==> src/rtl/pta_pkg.sv <==
`timescale 1ns / 1ps
// ----------------------------------------------------------------------------
// pta_pkg
// Types and constants shared by the peer table with aging.
// ----------------------------------------------------------------------------
package pta_pkg;

  localparam int unsigned KEY_W     = 48;
  localparam int unsigned TIME_W    = 32;
  localparam int unsigned RSSI_W    = 8;
  localparam int unsigned EVENT_W   = 3;
  localparam int unsigned SLOT_IDX_W = 4;

  localparam logic [TIME_W-1:0] TIMEOUT_RESET = 32'd5000;

  // Operation codes of a command beat
  localparam logic OP_SIGHT = 1'b0;
  localparam logic OP_AGE   = 1'b1;

  // Event codes of a result beat
  localparam logic [EVENT_W-1:0] EV_REFRESH = 3'd0;
  localparam logic [EVENT_W-1:0] EV_NEW     = 3'd1;
  localparam logic [EVENT_W-1:0] EV_DROP    = 3'd2;
  localparam logic [EVENT_W-1:0] EV_LOST    = 3'd3;
  localparam logic [EVENT_W-1:0] EV_DONE    = 3'd4;

  typedef struct packed {
    logic                     op;
    logic [KEY_W-1:0]         peer_key;
    logic signed [RSSI_W-1:0] rssi;
    logic [TIME_W-1:0]        now_ms;
  } cmd_t;

  typedef struct packed {
    logic [EVENT_W-1:0]       event_res;
    logic [SLOT_IDX_W-1:0]    slot_index;
    logic [KEY_W-1:0]         key_out;
    logic signed [RSSI_W-1:0] rssi_out;
    logic                     any_active;
    logic                     last;
  } res_t;

  // Verdict on one slot from the shared evaluation unit
  typedef struct packed {
    logic match;
    logic free;
    logic expired;
  } slot_eval_t;

endpackage

==> src/rtl/peer_table_with_aging.sv <==
`timescale 1ns / 1ps
// ----------------------------------------------------------------------------
// peer_table_with_aging
// Small peer table: sightings refresh or claim slots, age passes drop stale
// peers. One slot is visited per cycle through a shared evaluation unit.
// ----------------------------------------------------------------------------
//
//  Channel  Ports                         Beat moves when
//  -------  ----------------------------  ---------------------------------
//  command  start, busy, cmd              start && !busy
//  result   res_valid, res                res_valid (one cycle, no stall)
//  config   cfg_valid, cfg_ready, cfg_data cfg_valid && cfg_ready (idle only)
//
//  A sighting scans slots in order, one per cycle, and stops on the first
//  active key match; a new command is taken only once the block is idle.
//  An age pass checks every slot, then emits the lost peers in slot order,
//  then gives one summary beat; a new command is taken only once it ends.
//  Synchronous reset clears the active marks of all slots and loads the default timeout.
//  The result side cannot stall; each result beat shows for one cycle.
//
module peer_table_with_aging #(
  parameter int SLOT_COUNT = 4,
  parameter int KEY_BITS   = 48
) (
  input  logic                        clk,
  input  logic                        rst,
  input  logic                        start,
  output logic                        busy,
  input  pta_pkg::cmd_t               cmd,
  output logic                        res_valid,
  output pta_pkg::res_t               res,
  input  logic                        cfg_valid,
  output logic                        cfg_ready,
  input  logic [pta_pkg::TIME_W-1:0]  cfg_data
);
  import pta_pkg::*;

  localparam int IDX_W = (SLOT_COUNT > 1) ? $clog2(SLOT_COUNT) : 1;
  localparam logic [IDX_W-1:0] LAST_IDX = IDX_W'(SLOT_COUNT - 1);

  // Sequencer codes
  localparam logic [2:0] ST_IDLE = 3'd0;
  localparam logic [2:0] ST_SCAN = 3'd1;  // sighting: look for match / free slot
  localparam logic [2:0] ST_CHK  = 3'd2;  // age: mark expired slots
  localparam logic [2:0] ST_EMIT = 3'd3;  // age: report lost slots in order
  localparam logic [2:0] ST_DONE = 3'd4;  // age: summary beat

  logic [2:0] state;
  logic [IDX_W-1:0] idx;

  // Slot storage; only the active marks need reset
  logic [KEY_BITS-1:0] slot_key  [SLOT_COUNT];
  logic [RSSI_W-1:0]   slot_rssi [SLOT_COUNT];
  logic [TIME_W-1:0]   slot_seen [SLOT_COUNT];
  logic [SLOT_COUNT-1:0] slot_active;

  logic [TIME_W-1:0] timeout;

  // Latched command
  logic [KEY_BITS-1:0] key_q;
  logic [RSSI_W-1:0]   rssi_q;
  logic [TIME_W-1:0]   now_q;

  // Scan bookkeeping
  logic                  have_free;
  logic [IDX_W-1:0]      first_free;
  logic [SLOT_COUNT-1:0] lost;
  logic                  keep;   // some slot survives the age pass

  slot_eval_t verdict;
  logic [IDX_W-1:0] claim_idx;
  logic can_claim;

  pta_slot_eval #(
    .KEY_BITS (KEY_BITS)
  ) u_eval (
    .slot_active (slot_active[idx]),
    .slot_key    (slot_key[idx]),
    .slot_seen   (slot_seen[idx]),
    .item_key    (key_q),
    .now_ms      (now_q),
    .timeout     (timeout),
    .verdict     (verdict)
  );

  // First free slot seen so far, including the one under the scan
  assign can_claim = have_free || verdict.free;
  assign claim_idx = have_free ? first_free : idx;

  assign busy      = (state != ST_IDLE);
  assign cfg_ready = !busy;

  // Timeout register: written only while idle
  always_ff @(posedge clk) begin
    if (rst) begin
      timeout <= TIMEOUT_RESET;
    end else if (cfg_valid && cfg_ready) begin
      timeout <= cfg_data;
    end
  end

  // Sequencer, slot updates and result register
  always_ff @(posedge clk) begin
    if (rst) begin
      state       <= ST_IDLE;
      idx         <= '0;
      slot_active <= '0;
      res_valid   <= 1'b0;
      have_free   <= 1'b0;
      lost        <= '0;
      keep        <= 1'b0;
    end else begin
      res_valid <= 1'b0;
      unique case (state)
        ST_IDLE: begin
          if (start) begin
            key_q     <= cmd.peer_key[KEY_BITS-1:0];
            rssi_q    <= cmd.rssi;
            now_q     <= cmd.now_ms;
            idx       <= '0;
            have_free <= 1'b0;
            lost      <= '0;
            keep      <= 1'b0;
            state     <= (cmd.op == OP_AGE) ? ST_CHK : ST_SCAN;
          end
        end

        ST_SCAN: begin
          // Sighting always leaves at least one slot active
          res.key_out    <= KEY_W'(key_q);
          res.rssi_out   <= rssi_q;
          res.any_active <= 1'b1;
          res.last       <= 1'b1;
          if (verdict.match) begin
            slot_rssi[idx] <= rssi_q;
            slot_seen[idx] <= now_q;
            res.event_res  <= EV_REFRESH;
            res.slot_index <= SLOT_IDX_W'(idx);
            res_valid      <= 1'b1;
            state          <= ST_IDLE;
          end else if (idx == LAST_IDX) begin
            if (can_claim) begin
              slot_active[claim_idx] <= 1'b1;
              slot_key[claim_idx]    <= key_q;
              slot_rssi[claim_idx]   <= rssi_q;
              slot_seen[claim_idx]   <= now_q;
              res.event_res          <= EV_NEW;
              res.slot_index         <= SLOT_IDX_W'(claim_idx);
            end else begin
              res.event_res  <= EV_DROP;
              res.slot_index <= '0;
            end
            res_valid <= 1'b1;
            state     <= ST_IDLE;
          end else begin
            if (verdict.free && !have_free) begin
              have_free  <= 1'b1;
              first_free <= idx;
            end
            idx <= idx + 1'b1;
          end
        end

        ST_CHK: begin
          // Drop the active mark now; key and rssi stay for reporting
          if (verdict.expired) begin
            lost[idx]        <= 1'b1;
            slot_active[idx] <= 1'b0;
          end else if (!verdict.free) begin
            keep <= 1'b1;
          end
          if (idx == LAST_IDX) begin
            idx   <= '0;
            state <= ST_EMIT;
          end else begin
            idx <= idx + 1'b1;
          end
        end

        ST_EMIT: begin
          res.event_res  <= EV_LOST;
          res.slot_index <= SLOT_IDX_W'(idx);
          res.key_out    <= KEY_W'(slot_key[idx]);
          res.rssi_out   <= slot_rssi[idx];
          res.any_active <= keep;
          res.last       <= 1'b0;
          res_valid      <= lost[idx];
          if (idx == LAST_IDX) begin
            state <= ST_DONE;
          end else begin
            idx <= idx + 1'b1;
          end
        end

        ST_DONE: begin
          res.event_res  <= EV_DONE;
          res.slot_index <= '0;
          res.key_out    <= '0;
          res.rssi_out   <= '0;
          res.any_active <= keep;
          res.last       <= 1'b1;
          res_valid      <= 1'b1;
          state          <= ST_IDLE;
        end

        default: begin
          state <= ST_IDLE;
        end
      endcase
    end
  end

  // --------------------------------------------------------------------------
  // Assertions
  // --------------------------------------------------------------------------

  // An accepted command always occupies the sequencer for the next cycle
  a_accept_busy: assert property (@(posedge clk) disable iff (rst)
    (start && !busy) |=> busy)
    else $error("command accepted but block not busy");

  // A non-final result beat comes while the age pass is still running
  a_mid_busy: assert property (@(posedge clk) disable iff (rst)
    (res_valid && !res.last) |-> busy)
    else $error("non-final result beat while idle");

  // The age summary always closes its command
  a_done_last: assert property (@(posedge clk) disable iff (rst)
    (res_valid && res.event_res == EV_DONE) |-> res.last)
    else $error("age summary without last");

  // A refreshed or newly seen peer implies the table is not empty
  a_sight_active: assert property (@(posedge clk) disable iff (rst)
    (res_valid && (res.event_res == EV_REFRESH || res.event_res == EV_NEW))
      |-> (res.any_active && slot_active != '0))
    else $error("sighting result with empty table");

endmodule

==> src/rtl/pta_slot_eval.sv <==
`timescale 1ns / 1ps
// ----------------------------------------------------------------------------
// pta_slot_eval
// Shared per-slot unit: key compare and modular age check of one slot.
// ----------------------------------------------------------------------------
module pta_slot_eval #(
  parameter int KEY_BITS = 48
) (
  input  logic                        slot_active,
  input  logic [KEY_BITS-1:0]         slot_key,
  input  logic [pta_pkg::TIME_W-1:0]  slot_seen,
  input  logic [KEY_BITS-1:0]         item_key,
  input  logic [pta_pkg::TIME_W-1:0]  now_ms,
  input  logic [pta_pkg::TIME_W-1:0]  timeout,
  output pta_pkg::slot_eval_t         verdict
);
  import pta_pkg::*;

  logic [TIME_W-1:0] age;

  // Wrap-safe elapsed time
  assign age = now_ms - slot_seen;

  assign verdict.match   = slot_active && (slot_key == item_key);
  assign verdict.free    = !slot_active;
  assign verdict.expired = slot_active && (age >= timeout);

endmodule
==> config.mk <==
export PLATFORM = sky130hd
export DESIGN_NAME = peer_table_with_aging
export DESIGN_NICKNAME = d
export VERILOG_FILES = /design/src/rtl/pta_pkg.sv /design/src/rtl/peer_table_with_aging.sv /design/src/rtl/pta_slot_eval.sv
export SDC_FILE = /design/constraint.sdc
export NUM_CORES = 1
export LEC_CHECK = 0
export ABC_AREA = 0
export BUFFER_PORTS_ARGS = -buffer_cell sky130_fd_sc_hd__buf_2
export CELL_PAD_IN_SITES_DETAIL_PLACEMENT = 1
export CELL_PAD_IN_SITES_GLOBAL_PLACEMENT = 1
export CORE_AREA = 2 2 197 393
export DETAILED_ROUTE_END_ITERATION = 12
export DIE_AREA = 0 0 199 395
export HOLD_SLACK_MARGIN = 0.1
export PLACE_DENSITY = 0.57
export SLEW_MARGIN = 20
export SYNTH_ARGS = -nofsm -noshare
export SYNTH_HDL_FRONTEND = slang
export SYNTH_SLANG_ARGS = --single-unit
==> constraint.sdc <==
create_clock -name clk -period 5.9 [get_ports clk]
set_input_delay 0.59 -clock clk [delete_from_list [all_inputs] [get_ports clk]]
set_output_delay 0.59 -clock clk [all_outputs]
set_load 0.01 [all_outputs]
==> impl_metrics.ini, run 1 <==
[clocking]
post_cts_buffers = 0
cts_inserted_buffers = 54
clk_latency_ns = 0.64
clock-root-buffer = clkbuf_16
cts_tree = built
htreeDepth = 2
clock-sinks = 555
clock_path_buffers = 3
clk_pin_slew_ns = 0.06

[critical_path]
worstPathArrival_ns = 6.00
path_class = reg -> reg
crit_fanout = 12
critPathLaunchType = flop
required_ns = 6.42
endpoint_kind = flop

[floorplan]
core-area_um2 = 75680
ios = 193
die_w_um = 199
dieArea_um2 = 78610
die_y_um = 395
placement_rows = 143
start_util = 0.3078

[timing]
slew_headroom = 0.3792
fmax_ghz = 0.1823
clock_skew_ns = 0.04878
tightest_slew_ns = 0.9311
setup_viol = 0
rsz0062_at_grt = false
finalCritPeriodShare = 0.9300
slew_violations = 0
fin_setup_tns_ns = 0
fin_crit_ns = 5.487
hold_viol_final = 0
setup_ws_ns = 0.4131

[run]
maxCapViolCount = 0

[cells_and_area]
syn_to_final_growth_pct = 21.24
fillers = 7763
final_common_cell = edfxtp_1
final-seq-area_um2 = 16170
most-common-layout-cells = edfxtp_1, buf_2, nand2_1
final_nets = 1935
fin_cells = 2801
drive_above_1_share = 0.2392
multiInputGateArea_um2 = 6688

[global_routing]
antenna_found_initial = 10
gr-usage-all-layers = 0.1639
grt_pass1_wl_um = 94070
grt-ovfl-total = 0
grt_pass1_vias = 14980
grt_max_degree = 85

[routing]
drc = 0
via_count = 13630
via_per_inst = 4.864
wl_per_cell_um = 22.87
wl_met3_um = 2637
dr.pass1.iters = 5
drtAntennaViolNets = 0
wirelength_um = 64050
routed.top_layer = met5
drtIter0Drc = 665
routed-wl-met2_um = 35930
drt-met1-wl_um = 23260

[hold_path]
hold_path_class = in -> reg

[synth]
syn_inst = 1456
synth_area_leaders = edfxtp_1, mux4_2, dfxtp_1
synth.avg_cell_area_um2 = 16.00
synth-edff-count = 505
ys_types = 62
synthFlopType = edfxtp_1
yosys.area.top_type = edfxtp_1
ys_ff_latch = 555
synth-async-reset-ratio = 0
ys_seq_area_frac = 0.6939
synth.cell_area_um2 = 23300
yosysWarnings = 0
yosysTopAreaCellShare = 0.6509

[placed_design]
dp_slack_ns = 0.3063
port_buffers = 190
place_congestion = 0.8573
dp_cells = 2649
dp_hpwl_um = 44130

[run_status]
status = completed

[power_and_ir_drop]
p_per_area_nw_per_um2 = 342.1
total_leakage_power_nw = 9.731
ir_drop_mv = 0.2410
==> through the flow <==
| step | utilization | hold WS [ns] | cell area (um2) | total power [mW] |
|---|---|---|---|---|
| after global routing | 0.3732 | 0.1083 | 28240 | 10.08 |
| after detailed placement | 0.3421 | 0.4505 | 25890 | 6.202 |
| final | 0.3732 | 0.1400 | 28240 | 9.663 |
| after CTS | 0.3724 | 0.1001 | 28190 | 9.808 |
| after floorplan | - | 0.4293 | 23310 | 5.647 |
| after global placement | 0.3421 | 0.4470 | 25890 | 6.161 |
==> cells in the mapped netlist (5+ instances only) <==
master and instances:
nor2b_1 8, a31oi_1 9, nor2_1 60, mux2i_1 32, or3_1 8, a211oi_1 7
a21oi_1 77, a211o_1 5, edfxtp_1 505, a221oi_1 9, nor3_1 12, ha_1 69
a32o_1 5, nor4_2 5, buf_1 7, mux4_2 78, o21ai_0 26, inv_1 82
dfxtp_1 50, nand2b_1 15, buf_2 16, a21o_1 18, xnor2_1 50, clkbuf_1 29
nand2_1 109, nand4_1 13, nor4_1 5, a22o_1 50, xor2_1 15, o21a_1 11
and3_1 5, nand3_1 15
==> cells by family (layout without fill, tap and decap cells) <==
group,Yosys count,in the layout,share of synthesized area
simple gates,266,266,0.05371
xor+xnor,65,65,0.02444
other cells,1,3,0.0001610
fa+ha+maj,70,70,0.03792
buf+inv,140,468,0.02508
flops,555,555,0.6939
mux,113,113,0.09125
compound gates,246,246,0.07358
==> state kept, by name, indices dropped and copies added, names as in the netlist, 3 cells and up, named ones only <==
register,flops
slot_seen,128
slot_rssi,32
slot_key,192
rssi_q,8
res,63
slot_active,4
lost,4
now_q,32
state,3
timeout,32
key_q,48
==> worst max-delay path: stages (launching register included) <==
cell       delay (ns)
dfxtp_4          0.45
buf_16           0.19
mux4_2           0.50
inv_1            0.07
ha_1             0.28
a21oi_1          0.22
o21ai_0          0.20
or4_1            0.51
o21a_1           0.15
a31oi_1          0.29
nand2_1          0.09
nand2_1          0.08
xnor2_1          0.07
ha_1             0.33
nand3_1          0.11
nor2_1           0.12
nand2_1          0.08
or4_1            0.53
o221ai_1         0.26
a221oi_2         0.12
buf_4            0.17
o2bb2ai_4        0.19
a31oi_1          0.13
nor4_2           0.26
==> power by group <==
part	switching, mW	internal [mW]	total [mW]
Combinational	0.913	0.697	1.61
Clock	1.56	1.97	3.53
Sequential	0.112	4.41	4.52
Total	2.59	7.07	9.66
==> timing repair <==
item	CTS	global route
endpoints found under the hold margin	49	0
hold buffers	49	0
endpoints found under the setup margin	0	8
resized for setup	0	7
==> worst paths after layout <==
path / cells past startpoint / slack [ns] / to / start
setup reg to reg: 23 / 0.41 / slot_active[3]$_SDFFE_PP0P_ / flop
hold reg to reg: 2 / 0.45 / timeout[25]$_SDFFE_PP0P_ / timeout[25]$_SDFFE_PP0P_
hold / removal: 1 / 0.14 / key_q[20]$_DFFE_PP_ / cmd[60]
setup / recovery: 23 / 0.41 / slot_active[3]$_SDFFE_PP0P_ / flop
==> cell type report <==
cell class	count	area share
repair buffers	285	0.07079
clock buffers	64	0.04917
inverters	82	0.01090
multi-input cells	762	0.2368
diodes	1	0.00008860
well taps	1015	0.04496
flip-flops and latches	555	0.5726
clock inverters	37	0.01471
==> per-layer routing <==
layer	vias to the layer above	track usage
met5	-	0
met4	10	0.05797
met3	108	0.02490
met2	314	0.3218
met1	6998	0.1725
li1	6195	-
(Power assumes the default switching activity.)
==> run 2, diff against run 1 <==
==> constraint.sdc (replaced) <==
create_clock -name clk -period 5.9 [get_ports clk]
set_input_delay 0.295 -clock clk [delete_from_list [all_inputs] [get_ports clk]]
set_output_delay 0.295 -clock clk [all_outputs]
set_load 0.01 [all_outputs]
==> run 2 against run 1 <==
Clock-buffer cell count decreased by 3; worst hold slack improved by 0.17 ns; routed wire length is 0.29% higher; fmax down 0.26%; sequential power barely moved; highest routed layer unchanged.
==> impl_metrics.ini, run 2 (synthesized netlist as in run 1, its figures left out) <==
[cells_and_area]
reg.largest.list = slot_key: 192 flops, slot_seen: 128 flops, res: 63 flops
syn_to_final_growth_pct = 24.45
multiInputGateArea_um2 = 6694
final_common_cell = edfxtp_1
final_nets = 2006
drive_above_1_share = 0.2318
largest_reg_flops = 192
most-common-layout-cells = edfxtp_1, buf_2, dlygate4sd3_1
largest-register = slot_key
fillers = 7717
final-seq-area_um2 = 16170

[routing]
drtIter0Drc = 575
dr.pass1.iters = 4
via_count = 13890
wl_per_cell_um = 22.35
drc = 0
wirelength_um = 64240
via_per_inst = 4.832
drtAntennaViolNets = 0

[clocking]
cts_tree = built
clock_path_buffers = 3
cts_inserted_buffers = 53
post_cts_buffers = 0
clock-root-buffer = clkbuf_16
htreeDepth = 2
clk_latency_ns = 0.62
clk_pin_slew_ns = 0.06
clock-sinks = 555

[timing]
fmax_ghz = 0.1818
rsz0062_at_grt = false
setup_viol = 0
fin_crit_ns = 5.501
slew_headroom = 0.3653
fin_setup_tns_ns = 0
slew_violations = 0
finalCritPeriodShare = 0.9324
tightest_slew_ns = 0.9521
clock_skew_ns = 0.03091
hold_viol_final = 0

[floorplan]
die_y_um = 395
die_w_um = 199
placement_rows = 143
start_util = 0.3078
dieArea_um2 = 78610
core-area_um2 = 75680
ios = 193

[power_and_ir_drop]
p_per_area_nw_per_um2 = 337.0
ir_drop_mv = 0.2413
total_leakage_power_nw = 10.03
finalPower_mw = 9.771

[critical_path]
critPathLaunchType = flop
path_class = reg -> reg
cp_slowest_cell = mux4_2
required_ns = 6.41
path_common_cell = a21oi_1
crit_fanout = 24
cp_slowest_stage_delay_ns = 0.52
worstPathArrival_ns = 6.01
endpoint_kind = flop

[global_routing]
grt_max_degree = 85
grt_pass1_vias = 15390
grt_pass1_wl_um = 95900
grt-ovfl-total = 0
antenna_found_initial = 5
gr-usage-all-layers = 0.1657

[run_status]
status = completed

[placed_design]
dp_hpwl_um = 43950
place_congestion = 0.8576
port_buffers = 190

[hold_path]
hold_path_class = in -> reg
min_from = start

[run]
maxCapViolCount = 0
[run 2: routing by layer]
layer | part of all wire | vias to the layer above | track usage
met5 | 0.00092 | - | 0
met4 | 0.034 | 8 | 0.05970
met3 | 0.035 | 99 | 0.02379
met2 | 0.56 | 298 | 0.3244
met1 | 0.37 | 7140 | 0.1756
li1 | - | 6341 | -
[run 2: worst paths after layout]
check / end / slack, ns / cells past startpoint
max: slot_active[3]$_SDFFE_PP0P_ / 0.40 / 25
min: now_q[20]$_DFFE_PP_ / 0.31 / 3
max reg2reg: slot_active[3]$_SDFFE_PP0P_ / 0.40 / 25
min reg2reg: timeout[20]$_SDFFE_PP0P_ / 0.46 / 2
[run 2: area by class of cell]
cell class | instances | share of cell area
diodes | 4 | 0.0003452
clock buffers | 61 | 0.04820
clock inverters | 38 | 0.01506
inverters | 82 | 0.01062
multi-input cells | 762 | 0.2309
flip-flops and latches | 555 | 0.5578
well taps | 1015 | 0.04380
repair buffers | 357 | 0.09330
[run 2: metrics by stage]
stage / hold slack, ns / util / cell area (um2) / std cells / setup WS (ns)
CTS: 0.2588 / 0.3825 / 28950 / 2870 / 0.2292
global route: 0.2916 / 0.3830 / 28990 / 2871 / 0.04417
floorplan: 0.3939 / - / 23310 / 1457 / 0.03283
detailed placement: 0.4520 / 0.3421 / 25890 / 2649 / 0.2826
finish: 0.3061 / 0.3831 / 28990 / 2874 / 0.3990
global placement: 0.4470 / 0.3421 / 25890 / 2649 / 0.3164
[run 2: worst max-delay path, delay by kind of cell (launching register included)]
family | cells | cell delay, ns
AOI/OAI and AO/OA | 12 | 2.04
and+or+nand+nor | 6 | 1.18
adders and majority gates | 2 | 0.59
muxes | 1 | 0.52
buffers and inverters | 3 | 0.47
DFF | 1 | 0.40
xor gates and xnor gates | 1 | 0.19
[run 2: what timing repair did]
item,4_1_cts,5_1_grt
hold buffers,122,0
gates resized for setup,0,8
endpoints found under the hold margin,122,0
setup endpoints to repair,0,8
[run 2: power breakdown]
part / switching [mW] / internal, mW
Sequential: 0.110 / 4.41
Combinational: 0.925 / 0.727
Clock: 1.54 / 2.06
Total: 2.58 / 7.19
